## src/msbbp_pkg.sv

```systemverilog
// Shared types and constants for the MSB-first bit packer.
// No dependencies; used by msbbp_ctrl, msbbp_datapath and msb_first_bit_packer.
package msbbp_pkg;

    // Width of the wrapping stream byte counter (8..32).
    localparam int INDEX_BITS = 16;
    localparam int FIELD_BITS = 32;
    localparam int NBITS_W    = 6;
    localparam int BYTE_BITS  = 8;
    localparam int IDX_OUT_W  = 16;
    // Pending bits: up to 7 leftover plus one full field.
    localparam int ACC_W      = FIELD_BITS + BYTE_BITS;
    localparam int TOTAL_W    = $clog2(ACC_W + 1);
    localparam int IN_DATA_W  = ((FIELD_BITS + NBITS_W + 7) / 8) * 8;
    localparam int OUT_DATA_W = ((BYTE_BITS + IDX_OUT_W + 7) / 8) * 8;

    // tuser code on the input side
    localparam logic ACT_PUSH  = 1'b0;
    localparam logic ACT_FLUSH = 1'b1;

    typedef enum logic [1:0] {
        ST_IDLE,
        ST_EMIT,
        ST_FLUSH
    } state_t;

    typedef struct packed {
        logic load;   // append the accepted field
        logic pop;    // emit one completed byte
        logic flush;  // emit padded partial byte and restart stream
    } dp_cmd_t;

    typedef struct packed {
        logic slot_free;    // output register can take a byte this cycle
        logic has_byte;     // at least 8 pending bits
        logic last_byte;    // the next popped byte is the final one
        logic load_yields;  // the field being loaded completes a byte
    } dp_status_t;

endpackage

```

## src/msbbp_ctrl.sv

```systemverilog
// Controller state machine of the MSB-first bit packer.
// Depends on msbbp_pkg; drives msbbp_datapath through dp_cmd_t.
module msbbp_ctrl
(
    input  logic                  clk,
    input  logic                  rst_n,
    input  logic                  in_valid,
    input  logic                  in_action,
    output logic                  in_ready,
    input  msbbp_pkg::dp_status_t status,
    output msbbp_pkg::dp_cmd_t    cmd
);

    msbbp_pkg::state_t state_reg;
    msbbp_pkg::state_t state_next;

    always_ff @(posedge clk or negedge rst_n)
    begin
        if (!rst_n)
        begin
            state_reg <= msbbp_pkg::ST_IDLE;
        end
        else
        begin
            state_reg <= state_next;
        end
    end

    always_comb
    begin
        state_next = state_reg;
        case (state_reg)
            msbbp_pkg::ST_IDLE:
            begin
                if (in_valid)
                begin
                    if (in_action == msbbp_pkg::ACT_FLUSH)
                    begin
                        state_next = msbbp_pkg::ST_FLUSH;
                    end
                    else if (status.load_yields)
                    begin
                        state_next = msbbp_pkg::ST_EMIT;
                    end
                end
            end
            msbbp_pkg::ST_EMIT:
            begin
                if (status.slot_free && (status.last_byte || !status.has_byte))
                begin
                    state_next = msbbp_pkg::ST_IDLE;
                end
            end
            msbbp_pkg::ST_FLUSH:
            begin
                if (status.slot_free)
                begin
                    state_next = msbbp_pkg::ST_IDLE;
                end
            end
            default:
            begin
                state_next = msbbp_pkg::ST_IDLE;
            end
        endcase
    end

    always_comb
    begin
        in_ready  = 1'b0;
        cmd       = '0;
        case (state_reg)
            msbbp_pkg::ST_IDLE:
            begin
                in_ready = 1'b1;
                cmd.load = in_valid && (in_action == msbbp_pkg::ACT_PUSH);
            end
            msbbp_pkg::ST_EMIT:
            begin
                cmd.pop = status.slot_free && status.has_byte;
            end
            msbbp_pkg::ST_FLUSH:
            begin
                cmd.flush = status.slot_free;
            end
            default:
            begin
                in_ready = 1'b0;
            end
        endcase
    end

endmodule

```

## src/msbbp_datapath.sv

```systemverilog
// Datapath of the MSB-first bit packer: bit accumulator, byte counter, output register.
// Depends on msbbp_pkg; commanded by msbbp_ctrl.
module msbbp_datapath
(
    input  logic                                   clk,
    input  logic                                   rst_n,
    input  logic [msbbp_pkg::FIELD_BITS-1:0]       field_value,
    input  logic [msbbp_pkg::NBITS_W-1:0]          num_bits,
    input  msbbp_pkg::dp_cmd_t                     cmd,
    output msbbp_pkg::dp_status_t                  status,
    output logic                                   out_valid,
    input  logic                                   out_ready,
    output logic [msbbp_pkg::BYTE_BITS-1:0]        out_byte,
    output logic [msbbp_pkg::IDX_OUT_W-1:0]        byte_index,
    output logic                                   out_last
);

    // Pending bits sit right aligned in acc; bits above total are don't-care.
    logic [msbbp_pkg::ACC_W-1:0]      acc_reg, acc_next;
    logic [msbbp_pkg::TOTAL_W-1:0]    total_reg, total_next;
    logic [msbbp_pkg::INDEX_BITS-1:0] cnt_reg, cnt_next;
    logic                             ovalid_reg, ovalid_next;
    logic [msbbp_pkg::BYTE_BITS-1:0]  obyte_reg, obyte_next;
    logic [msbbp_pkg::IDX_OUT_W-1:0]  oidx_reg, oidx_next;
    logic                             olast_reg, olast_next;

    logic [msbbp_pkg::NBITS_W-1:0]    n_clamped;
    logic [63:0]                      mask_wide;
    logic [msbbp_pkg::FIELD_BITS-1:0] value_masked;
    logic [msbbp_pkg::TOTAL_W-1:0]    total_loaded;
    logic [msbbp_pkg::ACC_W-1:0]      acc_shifted;
    logic [msbbp_pkg::ACC_W-1:0]      acc_flush;
    logic [31:0]                      cnt_wide;
    logic                             slot_free;

    assign n_clamped    = (num_bits > msbbp_pkg::NBITS_W'(msbbp_pkg::FIELD_BITS))
                        ? msbbp_pkg::NBITS_W'(msbbp_pkg::FIELD_BITS) : num_bits;
    assign mask_wide    = ~(64'hFFFF_FFFF_FFFF_FFFF << n_clamped);
    assign value_masked = field_value & mask_wide[msbbp_pkg::FIELD_BITS-1:0];
    assign total_loaded = total_reg + msbbp_pkg::TOTAL_W'(n_clamped);

    // oldest unread byte and the padded partial byte
    assign acc_shifted  = acc_reg >> (total_reg - msbbp_pkg::TOTAL_W'(msbbp_pkg::BYTE_BITS));
    assign acc_flush    = acc_reg << (msbbp_pkg::TOTAL_W'(msbbp_pkg::BYTE_BITS) - total_reg);
    assign cnt_wide     = 32'(cnt_reg);
    assign slot_free    = !ovalid_reg || out_ready;

    assign status.slot_free   = slot_free;
    assign status.has_byte    = total_reg >= msbbp_pkg::TOTAL_W'(msbbp_pkg::BYTE_BITS);
    assign status.last_byte   = total_reg < msbbp_pkg::TOTAL_W'(2 * msbbp_pkg::BYTE_BITS);
    assign status.load_yields = (n_clamped != '0)
                             && (total_loaded >= msbbp_pkg::TOTAL_W'(msbbp_pkg::BYTE_BITS));

    always_comb
    begin
        acc_next    = acc_reg;
        total_next  = total_reg;
        cnt_next    = cnt_reg;
        ovalid_next = ovalid_reg && !out_ready;
        obyte_next  = obyte_reg;
        oidx_next   = oidx_reg;
        olast_next  = olast_reg;
        if (cmd.load)
        begin
            acc_next   = (acc_reg << n_clamped) | msbbp_pkg::ACC_W'(value_masked);
            total_next = total_loaded;
        end
        if (cmd.pop)
        begin
            total_next  = total_reg - msbbp_pkg::TOTAL_W'(msbbp_pkg::BYTE_BITS);
            cnt_next    = cnt_reg + 1'b1;
            ovalid_next = 1'b1;
            obyte_next  = acc_shifted[msbbp_pkg::BYTE_BITS-1:0];
            oidx_next   = cnt_wide[msbbp_pkg::IDX_OUT_W-1:0];
            olast_next  = status.last_byte;
        end
        if (cmd.flush)
        begin
            if (total_reg != '0)
            begin
                ovalid_next = 1'b1;
                obyte_next  = acc_flush[msbbp_pkg::BYTE_BITS-1:0];
                oidx_next   = cnt_wide[msbbp_pkg::IDX_OUT_W-1:0];
                olast_next  = 1'b1;
            end
            acc_next   = '0;
            total_next = '0;
            cnt_next   = '0;
        end
    end

    always_ff @(posedge clk or negedge rst_n)
    begin
        if (!rst_n)
        begin
            total_reg  <= '0;
            cnt_reg    <= '0;
            ovalid_reg <= 1'b0;
        end
        else
        begin
            total_reg  <= total_next;
            cnt_reg    <= cnt_next;
            ovalid_reg <= ovalid_next;
        end
    end

    always_ff @(posedge clk)
    begin
        acc_reg   <= acc_next;
        obyte_reg <= obyte_next;
        oidx_reg  <= oidx_next;
        olast_reg <= olast_next;
    end

    assign out_valid  = ovalid_reg;
    assign out_byte   = obyte_reg;
    assign byte_index = oidx_reg;
    assign out_last   = olast_reg;

endmodule

```

## src/msb_first_bit_packer.sv

```systemverilog
// A request's bytes go from the bit accumulator through the output byte register;
//   a push completes k bytes (0..4); in_ready stays low until they are all emitted.
//   The single output register sets the rate: one byte per cycle while not stalled.
// Reset (rst_n low, async): fill count and byte index clear to zero, so no bits are pending,
//   the output channel goes empty and the block is ready for a request.
// Top level of the MSB-first bit packer; depends on msbbp_pkg, msbbp_ctrl, msbbp_datapath.
module msb_first_bit_packer
(
    input  logic                                clk,
    input  logic                                rst_n,
    // input request channel
    input  logic                                s_axis_tvalid,
    output logic                                s_axis_tready,
    // [31:0] field_value, [37:32] num_bits, [39:38] zero
    input  logic [msbbp_pkg::IN_DATA_W-1:0]     s_axis_tdata,
    // [0] action (0 push, 1 flush and restart)
    input  logic                                s_axis_tuser,
    // output byte channel
    output logic                                m_axis_tvalid,
    input  logic                                m_axis_tready,
    // [7:0] out_byte, [23:8] byte_index
    output logic [msbbp_pkg::OUT_DATA_W-1:0]    m_axis_tdata,
    // last byte caused by the request
    output logic                                m_axis_tlast
);

    msbbp_pkg::dp_cmd_t               cmd;
    msbbp_pkg::dp_status_t            status;
    logic [msbbp_pkg::BYTE_BITS-1:0]  out_byte;
    logic [msbbp_pkg::IDX_OUT_W-1:0]  byte_index;

    msbbp_ctrl u_ctrl
    (
        .clk       (clk),
        .rst_n     (rst_n),
        .in_valid  (s_axis_tvalid),
        .in_action (s_axis_tuser),
        .in_ready  (s_axis_tready),
        .status    (status),
        .cmd       (cmd)
    );

    msbbp_datapath u_datapath
    (
        .clk         (clk),
        .rst_n       (rst_n),
        .field_value (s_axis_tdata[msbbp_pkg::FIELD_BITS-1:0]),
        .num_bits    (s_axis_tdata[msbbp_pkg::FIELD_BITS +: msbbp_pkg::NBITS_W]),
        .cmd         (cmd),
        .status      (status),
        .out_valid   (m_axis_tvalid),
        .out_ready   (m_axis_tready),
        .out_byte    (out_byte),
        .byte_index  (byte_index),
        .out_last    (m_axis_tlast)
    );

    // byte in the low bits, index above it, zero fill to whole bytes
    assign m_axis_tdata = msbbp_pkg::OUT_DATA_W'({byte_index, out_byte});

endmodule
```

## config.mk

```make
export PLATFORM = sky130hd
export DESIGN_NAME = msb_first_bit_packer
export DESIGN_NICKNAME = d
export VERILOG_FILES = /design/src/msbbp_pkg.sv /design/src/msbbp_ctrl.sv /design/src/msbbp_datapath.sv /design/src/msb_first_bit_packer.sv
export SDC_FILE = /design/constraint.sdc
export NUM_CORES = 1
export LEC_CHECK = 0
export BUFFER_PORTS_ARGS = -buffer_cell sky130_fd_sc_hd__buf_2
export CORE_ASPECT_RATIO = 0.5
export CORE_MARGIN = 2
export CORE_UTILIZATION = 30
export CTS_BUF_LIST = sky130_fd_sc_hd__clkbuf_4 sky130_fd_sc_hd__clkbuf_8
export DETAILED_ROUTE_END_ITERATION = 8
export SETUP_SLACK_MARGIN = 0.15
export SLEW_MARGIN = 10
export SYNTH_ARGS = -nofsm -noshare
export SYNTH_HDL_FRONTEND = slang
export SYNTH_HIERARCHICAL = 1
export SYNTH_SLANG_ARGS = --single-unit
```

## constraint.sdc

```tcl
create_clock -name clk -period 3.2 [get_ports clk]
set_input_delay 0.64 -clock clk [delete_from_list [all_inputs] [get_ports clk]]
set_output_delay 0.64 -clock clk [all_outputs]
set_load 0.1 [all_outputs]
```

**After elaboration in Yosys (flattened, before gate mapping)**

Cells that the tools add are included.

- $add $sub $neg: 4
- Magnitude comparators: 4
- Equality and inequality tests: 6
- Shifts and indexed selects: 4
- Mux-type cells: 28
- Bitwise logic cells: 4
- Reductions and logical operators: 16

Operators with widths:

| kind | number |
|---|---|
| two-way mux 16 bit | 5 |
| left shift 64 x 6 -> 32 bit, first input constant | 1 |
| bitwise OR 40 x 32 -> 40 bit | 1 |
| left shift 40 x 6 -> 40 bit | 1 |
| left shift 40 x 6 -> 8 bit | 1 |
| right shift 40 x 6 -> 8 bit | 1 |
| bitwise AND 32 bit | 1 |
| NOT 32 bit | 1 |
| two-way mux 6 bit | 4 |
| two-way mux 8 bit | 3 |
| adder 16 x 1 -> 16 bit, second input constant | 1 |
| >= comparator 6 x 4 -> 1 bit, second input constant | 2 |
| nonzero test 6 bit | 2 |
| two-way mux 1 bit | 10 |
| two-way mux 2 bit | 5 |
| adder 6 bit | 1 |
| greater-than comparator 6 bit, second input constant | 1 |
| < comparator 6 x 5 -> 1 bit, second input constant | 1 |
| case mux 2 bit (3 select lines) | 1 |
| subtractor 4 x 6 -> 6 bit, first input constant | 1 |
| subtractor 6 x 4 -> 6 bit, second input constant | 1 |
| logical AND 1 bit | 5 |
| != test 2 x 1 -> 1 bit, second input constant | 2 |
| AND reduction 4 bit | 1 |
| other kinds (10) | 13 |

- Flip-flop bits (word level): 90
- Input port bits: 45
- Output and inout bits: 27
- Word-level logic and storage cells: 74

**Longest topological paths before layout**

Gate-level depths: netlist of the first run.

- Depth after elaboration: 9
- Depth in mapped cells: 16
- Depth with buffers taken out: 13

**Hierarchy**

The synthesis of the first run kept the hierarchy.

Modules (own cells, without submodules):

| module | instances | cells an instance | area each (µm²) |
|---|---|---|---|
| msbbp_datapath | 1 | 920 | 8245.4 |
| msbbp_ctrl | 1 | 15 | 147.6 |

**Least setup slack after synthesis of the first run**

OpenSTA, ideal clock, no wires.

- Path kind: input to register
- From: input port s_axis_tdata[33] (netlist name)
- To: register u_ctrl.state_reg[0]
- Library setup time: 0.094 ns
- Data arrival time: 2.873 ns
- Data required time: 3.106 ns
- Setup slack: 0.233 ns
- Cell stages on the path: 14
- Cell sequence: nor2b_1 > buf_4 > inv_1 > buf_2 > buf_2 > fa_1 > inv_1 > a21o_1 > a21oi_1 > xnor2_1 > nor2_1 > a22oi_1 > nand3b_4 > a221oi_2

RTL lines:

| item | line | RTL |
|---|---|---|
| start, declared | msb_first_bit_packer.sv:15 | `input logic [msbbp_pkg::IN_DATA_W-1:0] s_axis_tdata,` |
| end signal, assigned | msbbp_ctrl.sv:21 | `state_reg <= msbbp_pkg::ST_IDLE;` |
| end signal, assigned | msbbp_ctrl.sv:25 | `state_reg <= state_next;` |
| end, declared | msbbp_ctrl.sv:14 | `msbbp_pkg::state_t state_reg;` |

**Worst setup path in the final report of the first run**

- From: register u_datapath/total_reg[3] (netlist name)
- To: register u_datapath.obyte_reg (netlist bit u_datapath/out_byte[5])

- Cells in the longest elaborated chain, start to end: 6

RTL lines:

| item | line | RTL |
|---|---|---|
| start, declared | msbbp_datapath.sv:20 | `logic [msbbp_pkg::TOTAL_W-1:0] total_reg, total_next;` |
| start signal, assigned | msbbp_datapath.sv:102 | `total_reg <= total_next;` |
| branches (longest 5 deep; another with subtractor 6 x 4 -> 6 bit) | -- |  |
| two-way mux 8 bit (*) | msbbp_datapath.sv:77 | `if (cmd.flush)` |
| named net u_datapath.obyte_next, one bit | msbbp_datapath.sv:23 | `logic [msbbp_pkg::BYTE_BITS-1:0] obyte_reg, obyte_next;` |
| end signal, assigned | msbbp_datapath.sv:111 | `obyte_reg <= obyte_next;` |
| end, declared | msbbp_datapath.sv:23 |  |

Mark *: on every way through the listed nets, which the timed path passes.
A chain may end at the register's enable or synchronous reset.

==> flow_metrics.env, run 1 <==
export IMPL_run_status="finished clean"
export IMPL_regToRegSetupSlack_ns=0.29
export IMPL_die_y_um=122.3
export IMPL_netlist_area_leader_share_pct=17.17
export IMPL_worstPathBufferInverterCount=4
export IMPL_power_static_leakage_nw=3.798
export IMPL_worst_pin_slew_ns=0.8102
export IMPL_antenna_found_initial=1
export IMPL_grt_util_met1_pct=28.40
export IMPL_wire_per_inst_um=22.93
export IMPL_grt_overflow_total=0
export IMPL_grt_start_max_net_pins=63
export IMPL_max_ffs_per_register=40
export IMPL_cts_htree_levels=3
export IMPL_max_clock_freq_mhz=343.6
export IMPL_ys_seq_elements=90
export IMPL_hp_class="in -> async"
export IMPL_start_util_pct=30.41
export IMPL_critPathArrivalTime_ns=3.19
export IMPL_setup_violations=0
export IMPL_seqCellArea_mm2=0.001928
export IMPL_cts_made_buffers=9
export IMPL_critical_path_peak_fanout=33
export IMPL_synth_main_ff_cell="sky130_fd_sc_hd__dfxtp_1"
export IMPL_timing_clock_skew_ns=0.01988
export IMPL_synthCells=935
export IMPL_cts_hold_repair_buffers=0
export IMPL_cp_cell_sequence="buf_4 -> inv_1 -> ha_1 -> buf_4 -> inv_1 -> nor3_1 -> a22oi_1 -> nor2_1 -> a2111oi_0 -> nor2_1"
export IMPL_final_setup_tns_ns=0
export IMPL_post_route_period_util_pct=90.96
export IMPL_cts_setup_buffers=0
export IMPL_report_power_total_mw=10.00
export IMPL_max_clock_path_buffers=2
export IMPL_timing_critical_path_slowest_cell_delay_ns=0.68
export IMPL_report_final_hold_viol_count=0
export IMPL_cpLargestDelayFamily="buffers and inverters"
export IMPL_die_area_mm2=0.02941
export IMPL_yosysWarnings=6
export IMPL_final_net_count=1033
export IMPL_power_density_mw_per_mm2=1057
export IMPL_multi_input_comb_area_mm2=0.005959
export IMPL_cts_sinks=90
export IMPL_root_buffer="sky130_fd_sc_hd__clkbuf_8"
export IMPL_number_of_antenna_cells_inserted=0
export IMPL_ctsResizeCount=0
export IMPL_post_synth_main_area_contributors="sky130_fd_sc_hd__mux4_2 17%, sky130_fd_sc_hd__dfxtp_1 16%, sky130_fd_sc_hd__mux2i_1 9.1%"
export IMPL_route_final_wire_length_um=31280
export IMPL_groute_layer_met2_usage_pct=32.73
export IMPL_r2r_worst_path_cells=10
export IMPL_async_reset_ff_share_pct=27.78
export IMPL_dpl_hpwl_um=22500
export IMPL_layout_cells_most_common="sky130_fd_sc_hd__nor2_1"
export IMPL_crit_reg2reg_capture="u_datapath/out_byte[5]"
export IMPL_first_global_vias=7828
export IMPL_grt_met3_usage_pct=6.613
export IMPL_cp_num_cells=10
export IMPL_floorplan_die_width_um=240.5
export IMPL_grt_first_pass_wirelength_um=48130
export IMPL_most_common_layout_cells="100 x sky130_fd_sc_hd__nor2_1, 81 x sky130_fd_sc_hd__nand2_1, 76 x sky130_fd_sc_hd__mux2i_1, 69 x sky130_fd_sc_hd__buf_2, 65 x sky130_fd_sc_hd__dfxtp_1"
export IMPL_synth_area_per_cell_um2=8.977
export IMPL_area_growth_pct=12.73
export IMPL_critical_path_slowest_cell="sky130_fd_sc_hd__a2111oi_0"
export IMPL_period_needed_ns=2.911
export IMPL_gpl_final_weighted_congestion=0.9621
export IMPL_slew_headroom_pct=45.41
export IMPL_fill_cells=2825
export IMPL_vias_per_cell=6.054
export IMPL_max_cap_violations=0
export IMPL_grt_most_used_layer="met2"
export IMPL_postSynthNetCount=991
export IMPL_power_ir_vdd_worst_uv=434.8
export IMPL_sequential_element_share_of_the_synthesized_area_pct=22.96
export IMPL_clkLatencyLatePin_ns=0.42
export IMPL_ant_nets=0
export IMPL_number_of_port_buffers=69
export IMPL_number_of_pins_exceeding_their_max_slew_limit_in_the_final_report=0
export IMPL_worstSetupPathType="reg -> reg"
export IMPL_synth_top_area_cell="sky130_fd_sc_hd__mux4_2"
export IMPL_timing_critical_path_required_ns=3.48
export IMPL_placeableCoreArea_mm2=0.02760
export IMPL_worst_r2r_startpoint="u_datapath/total_reg[3]"
export IMPL_crit_path_start="u_datapath/total_reg[3]"
export IMPL_detailroute_via_count=8258
export IMPL_total_number_of_placement_rows=43
export IMPL_ioPinCount=72
export IMPL_netlist_cell_type_count=78
export IMPL_critPathLaunchType="flip-flop"
export IMPL_cp_endpoint="u_datapath/out_byte[5]"
export IMPL_count_of_flip_flops_with_a_built_in_enable_after_synthesis=0
export IMPL_clk_pin_slew_ns=0.11
export IMPL_post_route_cells_drive_above_1_share_pct=26.88
export IMPL_global_route_usage_total_pct=21.66
export IMPL_tritoncts="built"
export IMPL_initialDrtViolationCount=1066
export IMPL_rsz_0062_raised_after_global_routing="no"
export IMPL_drt_pass1_iter_count=6
export IMPL_detail_route_drc_violations=0
export IMPL_synth_cell_area_mm2=0.008393
export IMPL_setup_worst_path_end_class="flip-flop"
-- layer usage --
metal | share of wire (%) | vias to the layer above
met5 | 0.042 | -
met4 | 4.7 | 2
met3 | 10 | 102
met2 | 44 | 481
met1 | 41 | 4020
li1 | - | 3653
-- synth_stat cells (6+ instances only) --
library cell                 n
sky130_fd_sc_hd__dfrtp_1    25
sky130_fd_sc_hd__a21oi_1    38
sky130_fd_sc_hd__xnor2_1     7
sky130_fd_sc_hd__a31oi_1    16
sky130_fd_sc_hd__and3_1      9
sky130_fd_sc_hd__xor2_1     17
sky130_fd_sc_hd__nor3_1     25
sky130_fd_sc_hd__o31ai_1     7
sky130_fd_sc_hd__ha_1       10
sky130_fd_sc_hd__a311oi_1    8
sky130_fd_sc_hd__buf_4       7
sky130_fd_sc_hd__nor2_1    100
sky130_fd_sc_hd__nand3_1    26
sky130_fd_sc_hd__a221oi_1   10
sky130_fd_sc_hd__a22oi_1     6
sky130_fd_sc_hd__buf_1       7
sky130_fd_sc_hd__inv_1      17
sky130_fd_sc_hd__nand2_1    81
sky130_fd_sc_hd__mux2i_1    76
sky130_fd_sc_hd__o211ai_1   13
sky130_fd_sc_hd__buf_2      18
sky130_fd_sc_hd__dfxtp_1    65
sky130_fd_sc_hd__mux4_2     64
sky130_fd_sc_hd__clkbuf_1   58
sky130_fd_sc_hd__o22ai_1     6
sky130_fd_sc_hd__nand2b_1    6
sky130_fd_sc_hd__mux2_2     38
sky130_fd_sc_hd__a211oi_1   24
sky130_fd_sc_hd__o21ai_0    51
-- report_power, final --
part	internal [mW]	switching (mW)
Combinational	2.78	3.89
Sequential	1.56	0.917
Clock	0.313	0.541
-- area by class of cell --
type | count | share of cell area, %
timing repair buffer | 126 | 8.701
multi-input combinational | 732 | 62.99
clock inverter | 7 | 0.8596
inverter | 18 | 0.7141
tap | 382 | 5.052
sequential | 90 | 20.38
clock buffer | 9 | 1.309
-- cell families (layout without fill, tap and decap cells) --
family / Yosys count / in the layout / synth area share [%]
mux: 178 / 178 / 31.34
flops: 90 / 90 / 22.96
simple gates: 287 / 287 / 15.98
compound gates: 232 / 232 / 19.11
xor+xnor: 24 / 24 / 2.504
fa+ha+maj: 11 / 11 / 1.729
buf+inv: 113 / 160 / 6.381
-- per-stage QoR --
step | instance area [um^2] | std cells | util [%] | hold slack, ns | setup slack, ns
6_report | 9462 | 1364 | 34.28 | 0.1957 | 0.2892
5_1_grt | 9462 | 1364 | 34.28 | 0.2228 | 0.1624
4_1_cts | 9448 | 1364 | 34.23 | 0.1919 | 0.3563
2_1_floorplan | 8393 | 935 | - | 0.3444 | 0.2329
3_3_place_gp | 9243 | 1348 | 33.49 | 0.4590 | 0.2334
3_5_place_dp | 9243 | 1348 | 33.49 | 0.4620 | 0.1745
-- worst min path at each step --
stage	from	end	slack, ns	cells past startpoint
after floorplan	rst_n	u_ctrl/state_reg[0]	0.34	0
after global placement	u_datapath/out_last	u_datapath/out_last	0.46	2
after detailed placement	u_datapath/byte_index[5]	u_datapath/byte_index[5]	0.46	1
after CTS	rst_n	u_datapath/cnt_reg[6]	0.19	1
after global routing	rst_n	u_datapath/cnt_reg[1]	0.22	1
final	rst_n	u_datapath/cnt_reg[3]	0.20	1
No activity file was read; power rests on OpenSTA's default activity.
==> run 2, diff against run 1 <==
SYNTH_HIERARCHICAL = unset   (was 1)
==> run 2 against run 1 <==
  * The flow now finishes with violations (DRC)
  * Critical path depth is 2 lower
  * Sequential share of layout area is 0.83 points lower
  * Non-clock buffer count is 5 lower
  * Flip-flop and latch count stayed put
  * Synthesized area is 7.0% higher
  * Count of clock-buffer cells in the layout stayed put
  * Hold slack better by 0.020 ns
  * Synthesized cell count is 13% higher
  * First-iteration DRC count is 7.9% lower
  * Utilization is 0.52 points lower
  * Highest routed layer unchanged
==> flow_metrics.env, run 2 <==
export IMPL_run_status="finished, violations left"
export IMPL_failing_checks="DRC"
export IMPL_vias_per_cell=6.191
export IMPL_die_area_mm2=0.03141
export IMPL_rsz_0062_raised_after_global_routing="no"
export IMPL_initialDrtViolationCount=982
export IMPL_antenna_found_initial=3
export IMPL_dpl_hpwl_um=25880
export IMPL_worst_pin_slew_ns=0.8412
export IMPL_setup_worst_path_end_class="flip-flop"
export IMPL_detailroute_via_count=9181
export IMPL_fill_cells=3040
export IMPL_power_density_mw_per_mm2=971.3
export IMPL_layout_cells_most_common="sky130_fd_sc_hd__nand2_1"
export IMPL_ant_nets=0
export IMPL_max_clock_path_buffers=2
export IMPL_comb_power_share_pct=64.3
export IMPL_power_switching_share_pct=54.52
export IMPL_post_synth_main_area_contributors="sky130_fd_sc_hd__dfxtp_1 14%, sky130_fd_sc_hd__mux4_2 11%, sky130_fd_sc_hd__mux2i_1 7.4%"
export IMPL_power_ir_vdd_worst_uv=444.7
export IMPL_synth_main_ff_cell="sky130_fd_sc_hd__dfxtp_1"
export IMPL_power_internal_mw=4.360
export IMPL_p_seq_share_pct=26.3
export IMPL_r2r_worst_path_cells=8
export IMPL_grt_first_pass_wirelength_um=53250
export IMPL_most_common_layout_cells="149 x sky130_fd_sc_hd__nand2_1, 78 x sky130_fd_sc_hd__nor2_1, 76 x sky130_fd_sc_hd__o21ai_0, 69 x sky130_fd_sc_hd__buf_2, 66 x sky130_fd_sc_hd__mux2i_1"
export IMPL_synth_area_per_cell_um2=8.461
export IMPL_number_of_pins_exceeding_their_max_slew_limit_in_the_final_report=0
export IMPL_synth_top_area_cell="sky130_fd_sc_hd__dfxtp_1"
export IMPL_max_cap_violations=0
export IMPL_detail_route_drc_violations=2
export IMPL_max_clock_freq_mhz=373.7
export IMPL_drt_pass1_iter_count=8
export IMPL_sequential_element_share_of_the_synthesized_area_pct=21.46
export IMPL_wire_per_inst_um=23.66
export IMPL_ctsResizeCount=0
export IMPL_worstSetupPathType="reg -> reg"
export IMPL_synthCells=1061
export IMPL_crit_path_start="u_datapath.total_reg[4]"
export IMPL_ys_seq_elements=90
export IMPL_critPathArrivalTime_ns=3.04
export IMPL_post_route_period_util_pct=83.63
export IMPL_grt_start_max_net_pins=63
export IMPL_critPathLaunchType="flip-flop"
export IMPL_yosysWarnings=0
export IMPL_netlist_area_leader_share_pct=14.49
export IMPL_area_growth_pct=9.951
export IMPL_switchingPower_mw=5.227
export IMPL_timing_critical_path_required_ns=3.56
export IMPL_cts_hold_repair_buffers=0
export IMPL_start_util_pct=30.71
export IMPL_cts_made_buffers=9
export IMPL_report_final_hold_viol_count=0
export IMPL_first_global_vias=8601
export IMPL_async_reset_ff_share_pct=27.78
export IMPL_cts_sinks=90
export IMPL_clk_pin_slew_ns=0.11
export IMPL_yosysMostFrequentCell="sky130_fd_sc_hd__nand2_1"
export IMPL_global_route_usage_total_pct=21.99
export IMPL_final_setup_tns_ns=0
export IMPL_post_route_cells_drive_above_1_share_pct=21.36
export IMPL_final_net_count=1142
export IMPL_pwr_share_clk_pct=9.4
export IMPL_finalInstanceArea_mm2=0.009871
export IMPL_final_hold_worst_slack_ns=0.2157
export IMPL_die_y_um=126.3
export IMPL_max_ffs_per_register=40
export IMPL_netlist_cell_type_count=96
export IMPL_number_of_port_buffers=69
export IMPL_period_needed_ns=2.676
export IMPL_critical_path_peak_fanout=8
export IMPL_postSynthNetCount=1117
export IMPL_gpl_final_weighted_congestion=0.9956
export IMPL_slew_headroom_pct=43.54
export IMPL_hp_class="in -> async"
export IMPL_clkLatencyLatePin_ns=0.42
export IMPL_root_buffer="sky130_fd_sc_hd__clkbuf_8"
export IMPL_cts_htree_levels=3
export IMPL_placeableCoreArea_mm2=0.02923
export IMPL_grt_overflow_total=0
export IMPL_cts_setup_buffers=0
export IMPL_timing_clock_skew_ns=0.01336
export IMPL_floorplan_die_width_um=248.6
export IMPL_ioPinCount=72
export IMPL_route_final_wire_length_um=35080
export IMPL_tritoncts="built"
export IMPL_power_static_leakage_nw=4.002
export IMPL_synth_cell_area_mm2=0.008977
export IMPL_count_of_flip_flops_with_a_built_in_enable_after_synthesis=0
export IMPL_worst_r2r_startpoint="u_datapath.total_reg[4]"
export IMPL_placement_cell_area_mm2=0.009663
export IMPL_synth_cells_most_frequent="149 x sky130_fd_sc_hd__nand2_1, 79 x sky130_fd_sc_hd__nor2_1, 76 x sky130_fd_sc_hd__o21ai_0"
export IMPL_setup_violations=0
export IMPL_total_number_of_placement_rows=44
## run 2: worst paths after layout
check,endpoint,slack [ns]
max in group asynchronous,u_datapath.total_reg[0],2.54
worst max-delay path,u_datapath.out_byte[6],0.52
worst max register to register,u_datapath.out_byte[6],0.52
min in group clk,u_datapath.byte_index[8],0.44
worst min register to register,u_datapath.byte_index[8],0.44
worst min-delay path,u_datapath.total_reg[3],0.22
## run 2: cells by family (layout without fill, tap and decap cells)
logic type               after synthesis  in the layout  synth area share [%]
AO/OA/AOI/OAI                        326            326                 25.38
XOR/XNOR                              20             20                 1.951
adder cells (fa/ha/maj)               11             11                 1.617
buffers and inverters                131            161                 8.070
flip-flops                            90             90                 21.46
multiplexers                         132            132                 22.62
other                                  0              1                     0
AND/OR/NAND/NOR                      351            351                 18.90
## run 2: final cells by class
| type | count | area (um^2) | share of cell area [%] |
|---|---|---|---|
| tap | 391 | 489.2 | 4.956 |
| clock inverter | 7 | 81.33 | 0.8239 |
| multi-input combinational | 840 | 6344 | 64.27 |
| inverter | 24 | 90.09 | 0.9127 |
| sequential | 90 | 1929 | 19.55 |
| timing repair buffer | 121 | 810.8 | 8.214 |
| clock buffer | 9 | 123.9 | 1.255 |
| antenna | 1 | 2.502 | 0.02535 |
## run 2: per-layer routing
metal | global-route usage, % | part of all wire (%)
met4 | 11.66 | 5.5
met1 | 29.25 | 42
met5 | 0 | 0.077
met3 | 3.468 | 8.5
met2 | 34.72 | 44
## run 2: stage by stage
step	cells	utilization [%]	total power [mW]	worst slack [ns]
detailed placement	1466	33.06	8.517	0.2593
global placement	1466	33.06	8.449	0.2794
CTS	1482	33.76	9.425	0.5885
floorplan	1061	-	7.137	0.6219
finish	1483	33.77	9.587	0.5240
global route	1482	33.76	10.08	0.3905
## run 2: power by group through the flow
stage | clock network, mW | registers [mW] | logic [mW]
after floorplan | 0 | 2.39 | 4.75
after global placement | 0 | 2.45 | 6.00
after detailed placement | 0 | 2.48 | 6.04
after CTS | 0.911 | 2.45 | 6.06
after global routing | 0.950 | 2.55 | 6.58
final | 0.899 | 2.52 | 6.17
## run 2: worst max-delay path: stages (launching register included)
cell	delay [ns]
sky130_fd_sc_hd__dfrtp_1	0.55
sky130_fd_sc_hd__inv_1	0.12
sky130_fd_sc_hd__ha_1	0.28
sky130_fd_sc_hd__xor2_1	0.42
sky130_fd_sc_hd__nand3_1	0.25
sky130_fd_sc_hd__nor2_1	0.30
sky130_fd_sc_hd__a21oi_1	0.14
sky130_fd_sc_hd__a2111oi_2	0.38
sky130_fd_sc_hd__o31a_1	0.17
